`src/rtl/bsc_pkg.sv`:
```
// Shared types, constants and round functions for the byte SPN encryptor.
// Depends on nothing; used by every file of the block.
`default_nettype none

package bsc_pkg;

  // Round structure
  localparam int unsigned RoundCount = 3;
  localparam int unsigned Latency    = RoundCount + 1;

  // Configuration register widths and reset values
  localparam int unsigned SboxW    = 64;
  localparam int unsigned PermW    = 24;
  localparam int unsigned KeyW     = 32;
  localparam int unsigned CfgDataW = 64;
  localparam int unsigned CfgIdxW  = 2;

  localparam logic [SboxW-1:0] SboxReset = '0;
  localparam logic [PermW-1:0] PermReset = 24'hFAC688;
  localparam logic [KeyW-1:0]  KeyReset  = '0;

  // Configuration register indexes
  typedef enum logic [CfgIdxW-1:0] {
    CfgSbox = 2'd0,
    CfgPerm = 2'd1,
    CfgKey  = 2'd2
  } cfg_idx_e;

  // Settings one round cell works with
  typedef struct packed {
    logic [SboxW-1:0] sbox;
    logic [PermW-1:0] perm;
    logic [7:0]       key;
  } round_cfg_t;

  // Look up one nibble in the S-box table
  function automatic logic [3:0] sbox_nibble(input logic [SboxW-1:0] tbl,
                                             input logic [3:0] idx);
    sbox_nibble = tbl[{idx, 2'b00} +: 4];
  endfunction

  // Substitute both nibbles of a byte
  function automatic logic [7:0] substitute(input logic [SboxW-1:0] tbl,
                                            input logic [7:0] v);
    substitute = {sbox_nibble(tbl, v[7:4]), sbox_nibble(tbl, v[3:0])};
  endfunction

  // Output bit 7-i takes input bit 7-q, q being entry i
  function automatic logic [7:0] permute(input logic [PermW-1:0] tbl,
                                         input logic [7:0] v);
    logic [7:0] res;
    logic [2:0] q;
    res = '0;
    for (int i = 0; i < 8; i++) begin
      q = tbl[3*i +: 3];
      res[3'(7 - i)] = v[3'd7 - q];
    end
    permute = res;
  endfunction

endpackage

`default_nettype wire

```
`src/rtl/bsc_round_cell.sv`:
```
// One round cell: key XOR, nibble substitution, bit permutation, then a register.
// Depends on bsc_pkg for the round settings type and round functions.
`default_nettype none

module bsc_round_cell (
  input  wire logic                   clk_i,
  input  wire logic                   rst_ni,
  input  wire bsc_pkg::round_cfg_t    cfg_i,
  input  wire logic                   valid_i,
  input  wire logic [7:0]             data_i,
  output logic                        valid_o,
  output logic [7:0]                  data_o
);

  logic       valid_q;
  logic [7:0] data_d, data_q;

  // Compute one round on the incoming byte
  always_comb begin
    data_d = bsc_pkg::permute(cfg_i.perm,
                              bsc_pkg::substitute(cfg_i.sbox, data_i ^ cfg_i.key));
  end

  // Track which stage holds a live request
  always_ff @(posedge clk_i or negedge rst_ni) begin
    if (!rst_ni) begin
      valid_q <= 1'b0;
    end else begin
      valid_q <= valid_i;
    end
  end

  // Advance the byte every cycle
  always_ff @(posedge clk_i) begin
    data_q <= data_d;
  end

  assign valid_o = valid_q;
  assign data_o  = data_q;

endmodule

`default_nettype wire

```
`src/rtl/byte_spn_cipher_encrypt.sv`:
```
// Top level of the byte SPN encryptor: configuration registers, round cell chain,
// final whitening register. Depends on bsc_pkg and bsc_round_cell.
//
//   channel  | handshake            | payload
//   ---------+----------------------+------------------------------------------
//   request  | start_i, busy_o      | plaintext_byte_i [7:0]
//   result   | done_o (1 cycle)     | ciphertext_byte_o [7:0]
//   config   | cfg_we_i             | cfg_idx_i [1:0], cfg_wdata_i [63:0]
//
// One request enters per cycle; busy_o stays low. Each round cell adds one
// register and the whitening register one more; a request passes the round
// cell registers in order, then the whitening register, before its result
// sits on the ports. Reset clears the stage valid bits and loads the register
// reset values (identity permutation, zero S-box and key).
// The receiver cannot stall; each result holds for exactly one cycle.
`default_nettype none

module byte_spn_cipher_encrypt (
  input  wire logic                            clk_i,
  input  wire logic                            rst_ni,
  input  wire logic                            start_i,
  output logic                                 busy_o,
  input  wire logic [7:0]                      plaintext_byte_i,
  output logic                                 done_o,
  output logic [7:0]                           ciphertext_byte_o,
  input  wire logic                            cfg_we_i,
  input  wire logic [bsc_pkg::CfgIdxW-1:0]     cfg_idx_i,
  input  wire logic [bsc_pkg::CfgDataW-1:0]    cfg_wdata_i
);

  logic [bsc_pkg::SboxW-1:0] sbox_q;
  logic [bsc_pkg::PermW-1:0] perm_q;
  logic [bsc_pkg::KeyW-1:0]  key_q;

  logic                      stage_valid [bsc_pkg::RoundCount+1];
  logic [7:0]                stage_data  [bsc_pkg::RoundCount+1];

  logic                      done_q;
  logic [7:0]                cipher_d, cipher_q;

  // Write configuration registers; drop writes to unused indexes
  always_ff @(posedge clk_i or negedge rst_ni) begin
    if (!rst_ni) begin
      sbox_q <= bsc_pkg::SboxReset;
      perm_q <= bsc_pkg::PermReset;
      key_q  <= bsc_pkg::KeyReset;
    end else if (cfg_we_i) begin
      unique case (bsc_pkg::cfg_idx_e'(cfg_idx_i))
        bsc_pkg::CfgSbox: sbox_q <= cfg_wdata_i[bsc_pkg::SboxW-1:0];
        bsc_pkg::CfgPerm: perm_q <= cfg_wdata_i[bsc_pkg::PermW-1:0];
        bsc_pkg::CfgKey:  key_q  <= cfg_wdata_i[bsc_pkg::KeyW-1:0];
        default: ;
      endcase
    end
  end

  // Feed the chain straight from the request port
  assign busy_o         = 1'b0;
  assign stage_valid[0] = start_i;
  assign stage_data[0]  = plaintext_byte_i;

  // Build the chain of round cells; round r takes key byte r mod 3
  for (genvar r = 0; r < bsc_pkg::RoundCount; r++) begin : g_round
    bsc_pkg::round_cfg_t cell_cfg;

    assign cell_cfg.sbox = sbox_q;
    assign cell_cfg.perm = perm_q;
    assign cell_cfg.key  = key_q[8*(r % 3) +: 8];

    bsc_round_cell u_cell (
      .clk_i   (clk_i),
      .rst_ni  (rst_ni),
      .cfg_i   (cell_cfg),
      .valid_i (stage_valid[r]),
      .data_i  (stage_data[r]),
      .valid_o (stage_valid[r+1]),
      .data_o  (stage_data[r+1])
    );
  end

  // Apply the whitening key byte
  assign cipher_d = stage_data[bsc_pkg::RoundCount] ^ key_q[31:24];

  // Hold the result strobe
  always_ff @(posedge clk_i or negedge rst_ni) begin
    if (!rst_ni) begin
      done_q <= 1'b0;
    end else begin
      done_q <= stage_valid[bsc_pkg::RoundCount];
    end
  end

  // Register the ciphertext byte
  always_ff @(posedge clk_i) begin
    cipher_q <= cipher_d;
  end

  assign done_o            = done_q;
  assign ciphertext_byte_o = cipher_q;

endmodule

`default_nettype wire

```
`config.mk`:
```
export PLATFORM = sky130hd
export DESIGN_NAME = byte_spn_cipher_encrypt
export DESIGN_NICKNAME = d
export VERILOG_FILES = /design/src/rtl/bsc_pkg.sv /design/src/rtl/bsc_round_cell.sv /design/src/rtl/byte_spn_cipher_encrypt.sv
export SDC_FILE = /design/constraint.sdc
export NUM_CORES = 1
export LEC_CHECK = 0
export BUFFER_PORTS_ARGS = -buffer_cell sky130_fd_sc_hd__buf_2
export CAP_MARGIN = 20
export CORE_UTILIZATION = 40
export CTS_CLUSTER_SIZE = 25
export DETAILED_ROUTE_END_ITERATION = 6
export PLACE_DENSITY = 0.65
export REMOVE_ABC_BUFFERS = 1
export SETUP_SLACK_MARGIN = 0.2
export SYNTH_ARGS = -nofsm -noshare
export SYNTH_HDL_FRONTEND = slang
export SYNTH_SLANG_ARGS = --single-unit
```
`constraint.sdc`:
```
create_clock -name clk_i -period 3 [get_ports clk_i]
set_clock_uncertainty 0.05 [all_clocks]
set_input_delay 0.15 -clock clk_i [delete_from_list [all_inputs] [get_ports clk_i]]
set_output_delay 0.15 -clock clk_i [all_outputs]
set_load 0.005 [all_outputs]
```
==> results of run 1 <==
[per-stage QoR]
step,power [mW],instances
2_1_floorplan,5.89,536
3_3_place_gp,7.40,925
3_5_place_dp,7.50,925
4_1_cts,10.0,1022
5_1_grt,10.6,1024
6_report,10.1,1024
[kinds of logic (layout without fill, tap and decap cells)]
| group | Yosys count | count (layout) |
|---|---|---|
| simple gates | 61 | 61 |
| compound gates | 50 | 50 |
| other cells | 1 | 1 |
| xor+xnor | 22 | 22 |
| buf+inv | 49 | 218 |
| mux | 265 | 265 |
| flops | 132 | 132 |
[per-layer routing]
layer	part of all wire, %	global-route usage [%]	vias to the layer above
li1	-	-	2668
met1	43	32.2	3216
met2	48	36.1	309
met3	7.1	5.57	43
met4	2.4	9.23	0
met5	0	0	-
[how the worst max path moves through the flow]
stage,slack [ns],depth (start not counted),endpoint,from
after floorplan,-2.64,2,sbox_q[0],cfg_idx_i[0]
after global placement,0.27,7,g_round[0].u_cell.data_o[1],key_q[4]
after detailed placement,0.23,7,g_round[0].u_cell.data_o[3],key_q[4]
after CTS,0.22,7,g_round[0].u_cell.data_o[3],key_q[0]
after global routing,0.19,7,g_round[0].u_cell.data_o[1],key_q[4]
final,0.26,7,g_round[0].u_cell.data_o[3],key_q[4]
[power breakdown]
part           internal [mW]  total (mW)  leakage (nW)  switching (mW)
combinational           2.70        4.86          2.60            2.16
clock                   1.61        2.44         0.335           0.834
sequential              2.21        2.84          1.48           0.634
total                   6.51        10.1          4.42            3.63
[cell usage in the layout, fill, tap and decap left out, types with 5 or more instances in the layout]
cell / n
mux2_2: 114
dlygate4sd3_1: 65
a41oi_1: 5
nor2_1: 12
dfstp_2: 8
buf_12: 7
buf_2: 85
a22oi_2: 7
o21ai_0: 5
clkbuf_16: 18
nand3b_1: 6
dfrtp_1: 103
a211oi_1: 7
o22ai_1: 7
dfxtp_1: 20
xor2_1: 15
mux4_2: 94
nand2_1: 21
mux4_1: 17
inv_1: 5
buf_4: 21
mux2i_1: 33
bufinv_16: 6
[sequential cells by signal (all words and copies together), names as in the netlist]
name,flops
sbox_q,64
key_q,32
g_round.u_cell.data_o,12
perm_q,12
ciphertext_byte_o,8
g_round.u_cell.valid_o,3
done_o,1
[cell usage after synthesis, types with 8 or more instances]
cell type | number | share of area [%]
xor2_1 | 15 | 1.5
mux2i_1 | 36 | 4.2
a22oi_1 | 8 | 0.69
clkbuf_1 | 22 | 0.95
dfrtp_1 | 104 | 30
dfxtp_1 | 20 | 4.6
mux4_2 | 90 | 23
dfstp_2 | 8 | 2.4
mux4_1 | 21 | 6.4
nor2_1 | 12 | 0.52
nand2_1 | 22 | 0.95
mux2_2 | 114 | 15
[cell type report]
type                    instances  area share, %
inverters                       5          0.172
clock buffers                  20           4.18
well taps                     275           3.15
flip-flops and latches        132           29.4
multi-input cells             399           48.0
clock inverters                12           2.06
repair buffers                181           13.0
[repair_timing]
item | in CTS | in global routing
endpoints found under the setup margin | 3 | 3
resized for setup | 1 | 18
pin swaps | 0 | 5
endpoints found under the hold margin | 148 | 0
cloned | 0 | 1
setup buffers | 0 | 1
hold buffers | 65 | 0
==> impl_metrics.py, run 1 <==
metrics = {
    "run_status": {
        "status": "finished, final reports clean",
    },
    "global_routing": {
        "grt_max_degree": 65,
        "grt_usage_pct": 23.5,
        "grt-ovfl-total": 0,
        "grt_pass1_wl_um": 38400,
        "antenna_found_initial": 0,
        "grt_pass1_vias": 6385,
    },
    "yosys": {
        "synth_ff_type": "dfrtp_1",
        "syn_avg_cell_area_um2": 15.0,
        "yosysSeqAreaShare_pct": 37.1,
        "yosys.area_share.adder_pct": 0,
        "ys_ff_latch": 132,
        "synth_top_family_by_area": "multiplexers",
        "synthSimpleGateAreaFrac_pct": 3.46,
        "synth.area.mux_share_pct": 49.5,
        "synth_async_sr_flop_share_pct": 84.8,
        "synth_edf_count": 0,
        "yosysUniqueCellTypes": 46,
        "netlist_instances": 580,
        "synth_warnings": 0,
        "synth.cell_area_um2": 8670,
        "synth_compound_area_share_pct": 4.24,
        "synth_xor_area_share_pct": 2.57,
    },
    "worst_hold_path": {
        "min-delay-start": "cfg_wdata_i[13]",
        "min_path_type": "primary input to flop",
        "hold_end": "perm_q[13]",
        "holdPathStages": 2,
    },
    "cells_and_area": {
        "n_antenna_cell": 0,
        "syn2layout_area_growth_pct": 25.9,
        "fin_util_pct": 51.6,
        "seqCellArea_um2": 3210,
        "multiInputGateArea_um2": 5240,
        "drive_gt1_share_pct": 51.5,
        "nets": 814,
        "fillers": 1759,
        "final_cell_area_um2": 10900,
    },
    "die": {
        "die_area_um2": 22300,
        "die_w_um": 149,
        "rows": 53,
        "die_h_um": 149,
        "initial_core_util_pct": 41.0,
        "ios": 88,
        "core_um2": 21200,
    },
    "timing": {
        "min_period_ns": 2.74,
        "setup_violations": 0,
        "relSlewSlack_pct": 42.7,
        "hold_violations": 0,
        "hold_ws_ns": 0.0288,
        "fin_setup_tns_ns": 0,
        "worst_slack_ns": 0.261,
        "grt_setup_unrepaired": "false",
        "max_freq_mhz": 365,
        "drv_slew": 0,
        "finalCritPeriodShare_pct": 91.3,
        "worst_pin_slew_ns": 0.860,
    },
    "power": {
        "power.density_nw_per_um2": 929,
        "vdd_ir_drop_max_mv": 0.399,
        "leakage_nw": 4.42,
    },
    "setup_path": {
        "max_stage_delay_ns": 0.55,
        "crit_chain": "xnor2_4, clkbuf_16, mux4_1, a22oi_1, nand2_1, mux4_1, mux2_4",
        "required_ns": 3.26,
        "r2r_slack_ns": 0.26,
        "cp_common_cell": "mux4_1",
        "critPathArrivalTime_ns": 3.00,
        "worst_r2r_path_depth": 7,
        "cp_num_buf_inv": 1,
        "cp_max_fo": 8,
        "rr_endpoint": "g_round[0].u_cell.data_o[3]",
        "r2r-start": "key_q[4]",
        "critical_path_class": "flop to flop",
        "critPathLaunchType": "flop",
        "cp_slowest_cell": "mux4_1",
        "critPathTopFamily": "multiplexers",
        "crit_path_end_kind": "flop",
    },
    "clocking": {
        "clockBufferDepth": 2,
        "clk_latency_ns": 0.43,
        "clock-root-buffer": "clkbuf_16",
        "htreeDepth": 4,
        "cts_tree": "done",
        "clk_pin_slew_ns": 0.06,
        "cts_made_buffers": 17,
        "cts_sinks": 132,
    },
    "detailed_routing": {
        "avgViaCountPerCell": 6.09,
        "dr_total_vias": 6236,
        "drt_iter0_markers": 660,
        "drc_errors": 0,
        "postRouteAntennaNets": 0,
        "wl_per_cell_um": 24.3,
        "firstDrtPassIters": 5,
        "wl_um": 24800,
    },
    "placement": {
        "port_buffers": 86,
        "place.gp.congestion": 0.926,
        "placed_cell_area_um2": 9500,
        "hpwl_um": 17100,
        "pre_cts_slack_ns": 0.235,
    },
    "job": {
        "drv_cap": 0,
    },
}
No activity file was read; power rests on OpenSTA's default activity.
==> inputs of run 2 (changes only) <==
==> constraint.sdc (replaced) <==
create_clock -name clk_i -period 3 [get_ports clk_i]
set_clock_uncertainty 0.05 [all_clocks]
set_input_delay 0.3 -clock clk_i [delete_from_list [all_inputs] [get_ports clk_i]]
set_output_delay 0.3 -clock clk_i [all_outputs]
set_load 0.005 [all_outputs]
==> run 2 against run 1 <==
Via count is 2.0% lower; cell count is 6.1% lower; worst hold slack better by 0.028 ns; combinational power hardly changed; highest routed layer unchanged.
==> impl_metrics.py, run 2 (synthesized netlist as in run 1, its figures left out) <==
metrics = {
    "detailed_routing": {
        "avgViaCountPerCell": 6.35,
        "postRouteAntennaNets": 0,
        "drc_errors": 0,
        "wl_um": 24700,
        "wl_per_cell_um": 25.7,
        "dr_total_vias": 6111,
        "drt_iter0_markers": 537,
        "firstDrtPassIters": 5,
    },
    "clocking": {
        "clk_pin_slew_ns": 0.06,
        "htreeDepth": 4,
        "clk_latency_ns": 0.42,
        "cts_tree": "done",
        "cts_made_buffers": 17,
        "clockBufferDepth": 2,
        "cts_sinks": 132,
        "clock-root-buffer": "clkbuf_16",
    },
    "cells_and_area": {
        "nets": 752,
        "syn2layout_area_growth_pct": 17.3,
        "final_cell_area_um2": 10200,
        "drive_gt1_share_pct": 57.6,
        "largestRegisters": "sbox_q: 64 flops, key_q: 32 flops",
        "n_antenna_cell": 0,
        "mostFrequentLayoutCells": "mux2_2, dfrtp_1, mux4_2, buf_2, mux2i_1",
        "final_common_cell": "mux2_2",
        "top_register": "sbox_q",
        "fillers": 1862,
        "largest_register_ffs": 64,
        "multiInputGateArea_um2": 5210,
        "seqCellArea_um2": 3210,
    },
    "timing": {
        "drv_slew": 0,
        "hold_ws_ns": 0.0565,
        "fin_setup_tns_ns": 0,
        "worst_pin_slew_ns": 0.896,
        "max_freq_mhz": 361,
        "relSlewSlack_pct": 40.1,
        "worst_slack_ns": 0.231,
        "finalCritPeriodShare_pct": 92.3,
        "min_period_ns": 2.77,
        "setup_violations": 0,
        "grt_setup_unrepaired": "true",
        "hold_violations": 0,
    },
    "global_routing": {
        "grt_usage_pct": 23.8,
        "antenna_found_initial": 0,
        "grt_pass1_vias": 6344,
        "grt_pass1_wl_um": 38600,
        "grt-ovfl-total": 0,
        "grt_max_degree": 68,
    },
    "setup_path": {
        "critPathLaunchType": "flop",
        "critical_path_class": "flop to flop",
        "cp_max_fo": 8,
        "crit_path_end_kind": "flop",
        "crit_chain": "xnor2_4, buf_12, mux4_1, a22oi_2, nand2_2, mux4_1, mux2_4",
        "cp_common_cell": "mux4_1",
        "critPathArrivalTime_ns": 3.03,
        "required_ns": 3.26,
        "cp_slowest_cell": "mux4_1",
        "max_stage_delay_ns": 0.58,
        "r2r-start": "key_q[4]",
        "crit_start": "key_q[4]",
    },
    "die": {
        "die_h_um": 149,
        "die_w_um": 149,
        "die_area_um2": 22300,
        "core_um2": 21200,
        "ios": 88,
        "initial_core_util_pct": 41.0,
        "rows": 53,
    },
    "worst_hold_path": {
        "min-delay-start": "cfg_wdata_i[48]",
        "min_path_type": "primary input to flop",
    },
    "placement": {
        "pre_cts_slack_ns": 0.139,
        "place.gp.congestion": 0.939,
        "placed_cell_area_um2": 9500,
        "hpwl_um": 17500,
        "port_buffers": 86,
    },
    "power": {
        "vdd_ir_drop_max_mv": 0.470,
        "power.density_nw_per_um2": 951,
        "leakage_nw": 4.08,
    },
    "job": {
        "drv_cap": 0,
    },
    "run_status": {
        "status": "finished, final reports clean",
    },
}
[run 2: power breakdown]
| part | internal (mW) | switching (mW) |
|---|---|---|
| Clock | 1.18 | 0.799 |
| Combinational | 2.67 | 2.16 |
| Sequential | 2.21 | 0.651 |
[run 2: worst paths after layout]
path                                                to  slack, ns  cells past startpoint
setup / recovery           g_round[0].u_cell.data_o[2]       0.23                      7
hold / removal                              sbox_q[48]       0.06                      2
setup reg to reg           g_round[0].u_cell.data_o[2]       0.23                      7
hold reg to reg              g_round[1].u_cell.valid_o       0.30                      0
max in group asynchronous                   perm_q[22]       1.71                      3
min in group asynchronous                   sbox_q[18]       0.39                      2
[run 2: timing repair]
action	4_1_cts	5_1_grt
pin swaps	3	10
gates resized for setup	10	17
gates cloned	1	0
buffers inserted	2	2
hold endpoints to repair	41	0
setup endpoints to repair	3	3
hold buffers	2	0
[run 2: routing by layer]
metal / GRT usage [%] / vias up / part of all wire, %
met5: 0 / - / 0
met4: 10.5 / 0 / 3.5
met3: 5.99 / 57 / 8.2
met2: 36.3 / 329 / 47
met1: 32.2 / 3191 / 42
li1: - / 2534 / -
[run 2: area by class of cell]
class / count / share of cell area (%)
Multi-Input combinational cell: 399 / 51.2
Sequential cell: 132 / 31.6
Timing Repair Buffer: 119 / 8.08
Clock buffer: 24 / 5.03
Tap cell: 275 / 3.38
Clock inverter: 8 / 0.480
Inverter: 5 / 0.185
[run 2: worst max-delay path: cells and delay by family (launching register included)]
kind	cells	cell delay [ns]
compound gates	1	0.26
flops	1	0.44
xor+xnor	1	0.25
buf+inv	1	0.18
simple gates	1	0.12
mux	3	1.36
[run 2: stage by stage]
stage / instances / util, % / total power, mW
finish: 962 / 48.1 / 9.67
global route: 962 / 48.1 / 10.1
CTS: 960 / 48.1 / 9.60
detailed placement: 923 / 44.9 / 7.49
global placement: 923 / 44.9 / 7.38
floorplan: 536 / - / 5.89
==> inputs of run 3 (changes only) <==
- PLACE_DENSITY: 0.65 -> 0.63
- SLEW_MARGIN: unset -> 10
==> run 3 against run 2 <==
Count of clock-buffer cells in the layout unchanged; sequential power about the same; global-route usage down 0.25 points; critical path type unchanged; flip-flop and latch count unchanged; register-to-register slack better by 0.02 ns; first-iteration DRC count down 10%; critical path depth unchanged; setup slack better by 0.016 ns; sequential share of layout area down 0.15 points; clock power up 3%; critical endpoint unchanged; largest cell class unchanged.
==> impl_metrics.py, run 3 (synthesized netlist as in run 1, its figures left out) <==
metrics = {
    "setup_path": {
        "worst_r2r_path_depth": 7,
        "critical_path_class": "flop to flop",
        "critPathLaunchType": "flop",
        "r2r-start": "key_q[4]",
        "critPathArrivalTime_ns": 3.01,
        "crit_path_end_kind": "flop",
        "r2r_slack_ns": 0.25,
        "rr_endpoint": "g_round[0].u_cell.data_o[2]",
        "required_ns": 3.26,
        "cp_max_fo": 8,
    },
    "run_status": {
        "status": "finished, final reports clean",
    },
    "power": {
        "seq_power_share_pct": 29.5,
        "p_sw_share_pct": 36.8,
        "power.density_nw_per_um2": 948,
        "switchingPower_mw": 3.56,
        "leakage_nw": 4.12,
        "vdd_ir_drop_max_mv": 0.402,
        "comb_power_share_pct": 49.4,
        "power_mw": 9.69,
        "p_int_mw": 6.12,
        "pwr-share-clk_pct": 21.0,
    },
    "cells_and_area": {
        "top_register": "sbox_q",
        "syn2layout_area_growth_pct": 17.8,
        "fin_cells": 960,
        "largest_register_ffs": 64,
        "fin_util_pct": 48.3,
        "n_antenna_cell": 0,
        "final_cell_area_um2": 10200,
        "nets": 750,
        "final_common_cell": "mux2_2",
        "largestRegisters": "sbox_q: 64 flops, key_q: 32 flops",
        "mostFrequentLayoutCells": "mux2_2, dfrtp_1, mux4_2, buf_2, mux2i_1",
        "drive_gt1_share_pct": 55.2,
    },
    "global_routing": {
        "antenna_found_initial": 0,
        "grt-ovfl-total": 0,
        "grt_max_degree": 65,
        "grt_pass1_wl_um": 38300,
        "grt_usage_pct": 23.6,
        "grt_pass1_vias": 6217,
    },
    "clocking": {
        "cts_made_buffers": 17,
        "htreeDepth": 4,
        "cts_tree": "done",
        "cts_sinks": 132,
        "clk_latency_ns": 0.43,
        "clockBufferDepth": 2,
        "clk_pin_slew_ns": 0.06,
        "clock-root-buffer": "clkbuf_16",
    },
    "job": {
        "drv_cap": 0,
    },
    "timing": {
        "drv_slew": 0,
        "grt_setup_unrepaired": "true",
        "max_freq_mhz": 363,
        "worst_pin_slew_ns": 0.886,
        "finalCritPeriodShare_pct": 91.8,
        "relSlewSlack_pct": 40.9,
        "hold_violations": 0,
        "setup_violations": 0,
        "hold_ws_ns": 0.0546,
        "min_period_ns": 2.75,
    },
    "placement": {
        "placed_cell_area_um2": 9510,
        "hpwl_um": 17200,
        "dp_cells": 922,
        "place.gp.congestion": 0.941,
        "port_buffers": 86,
    },
    "worst_hold_path": {
        "holdPathStages": 2,
        "hold_end": "sbox_q[37]",
        "min-delay-start": "cfg_wdata_i[37]",
        "min_path_type": "primary input to flop",
    },
    "detailed_routing": {
        "avgViaCountPerCell": 6.33,
        "wl_met2_um": 11900,
        "met3WireLength_um": 1900,
        "dr_total_vias": 6081,
        "wl_met1_um": 10300,
        "top_layer": "met4",
        "wl_um": 24700,
        "drt_iter0_markers": 482,
        "postRouteAntennaNets": 0,
        "firstDrtPassIters": 5,
        "drc_errors": 0,
        "wl_per_cell_um": 25.7,
    },
    "die": {
        "die_h_um": 149,
        "core_um2": 21200,
        "die_area_um2": 22300,
        "ios": 88,
        "die_w_um": 149,
        "initial_core_util_pct": 41.0,
        "rows": 53,
    },
}
## run 3: cell count changes in the layout (fill, tap and decap cells not counted), sizes merged
cell / delta
clkbuf: +1
clkinv: -2
buf: -3
bufinv: +2
## run 3: layout make-up
type | count | area (µm²)
clock buffer | 24 | 472
timing repair buffer | 117 | 817
sequential | 132 | 3210
fill | 1859 | 10900
tap | 275 | 344
multi-input combinational | 399 | 5250
inverter | 5 | 18.8
clock inverter | 8 | 103
## run 3: critical path, cell delays in order (launching register included)
cell and delay, ns:
dfrtp_2 0.44, xnor2_4 0.24, buf_12 0.18, mux4_1 0.59, a22oi_2 0.25, nand2_2 0.11
mux4_1 0.51, mux2_4 0.28
## run 3: what timing repair did
| action | in CTS | in global routing |
|---|---|---|
| hold buffers | 2 | 0 |
| buffers inserted | 0 | 3 |
| endpoints found under the hold margin | 55 | 0 |
| gates resized for setup | 0 | 14 |
| setup endpoints to repair | 0 | 3 |
## run 3: through the flow
stage          setup TNS [ns]  worst slack (ns)
6_report                    0             0.246
5_1_grt                     0             0.186
4_1_cts                     0             0.201
3_5_place_dp                0             0.227
3_3_place_gp                0             0.282
2_1_floorplan         -179.48             -2.79
## run 3: worst max-delay path by stage
| stage | from | end | cells past startpoint |
|---|---|---|---|
| 4_1_cts | key_q[0] | g_round[0].u_cell.data_o[3] | 7 |
| 3_5_place_dp | key_q[0] | g_round[0].u_cell.data_o[1] | 7 |
| 3_3_place_gp | key_q[4] | g_round[0].u_cell.data_o[1] | 7 |
| 6_report | key_q[4] | g_round[0].u_cell.data_o[2] | 7 |
| 2_1_floorplan | cfg_idx_i[0] | sbox_q[0] | 2 |
| 5_1_grt | key_q[4] | g_round[0].u_cell.data_o[2] | 7 |
## run 3: metal layers
metal	vias to the layer above	track usage (%)
met3	49	6.30
li1	2539	-
met4	0	9.54
met2	305	36.4
met5	-	0
met1	3188	31.5
## run 3: power groups by stage
stage / Combinational, mW / Sequential [mW] / Clock (mW)
after floorplan: 3.25 / 2.64 / 0
after global placement: 4.54 / 2.83 / 0
after detailed placement: 4.63 / 2.87 / 0
after CTS: 4.65 / 2.84 / 2.08
after global routing: 5.08 / 2.92 / 2.18
final: 4.79 / 2.86 / 2.04
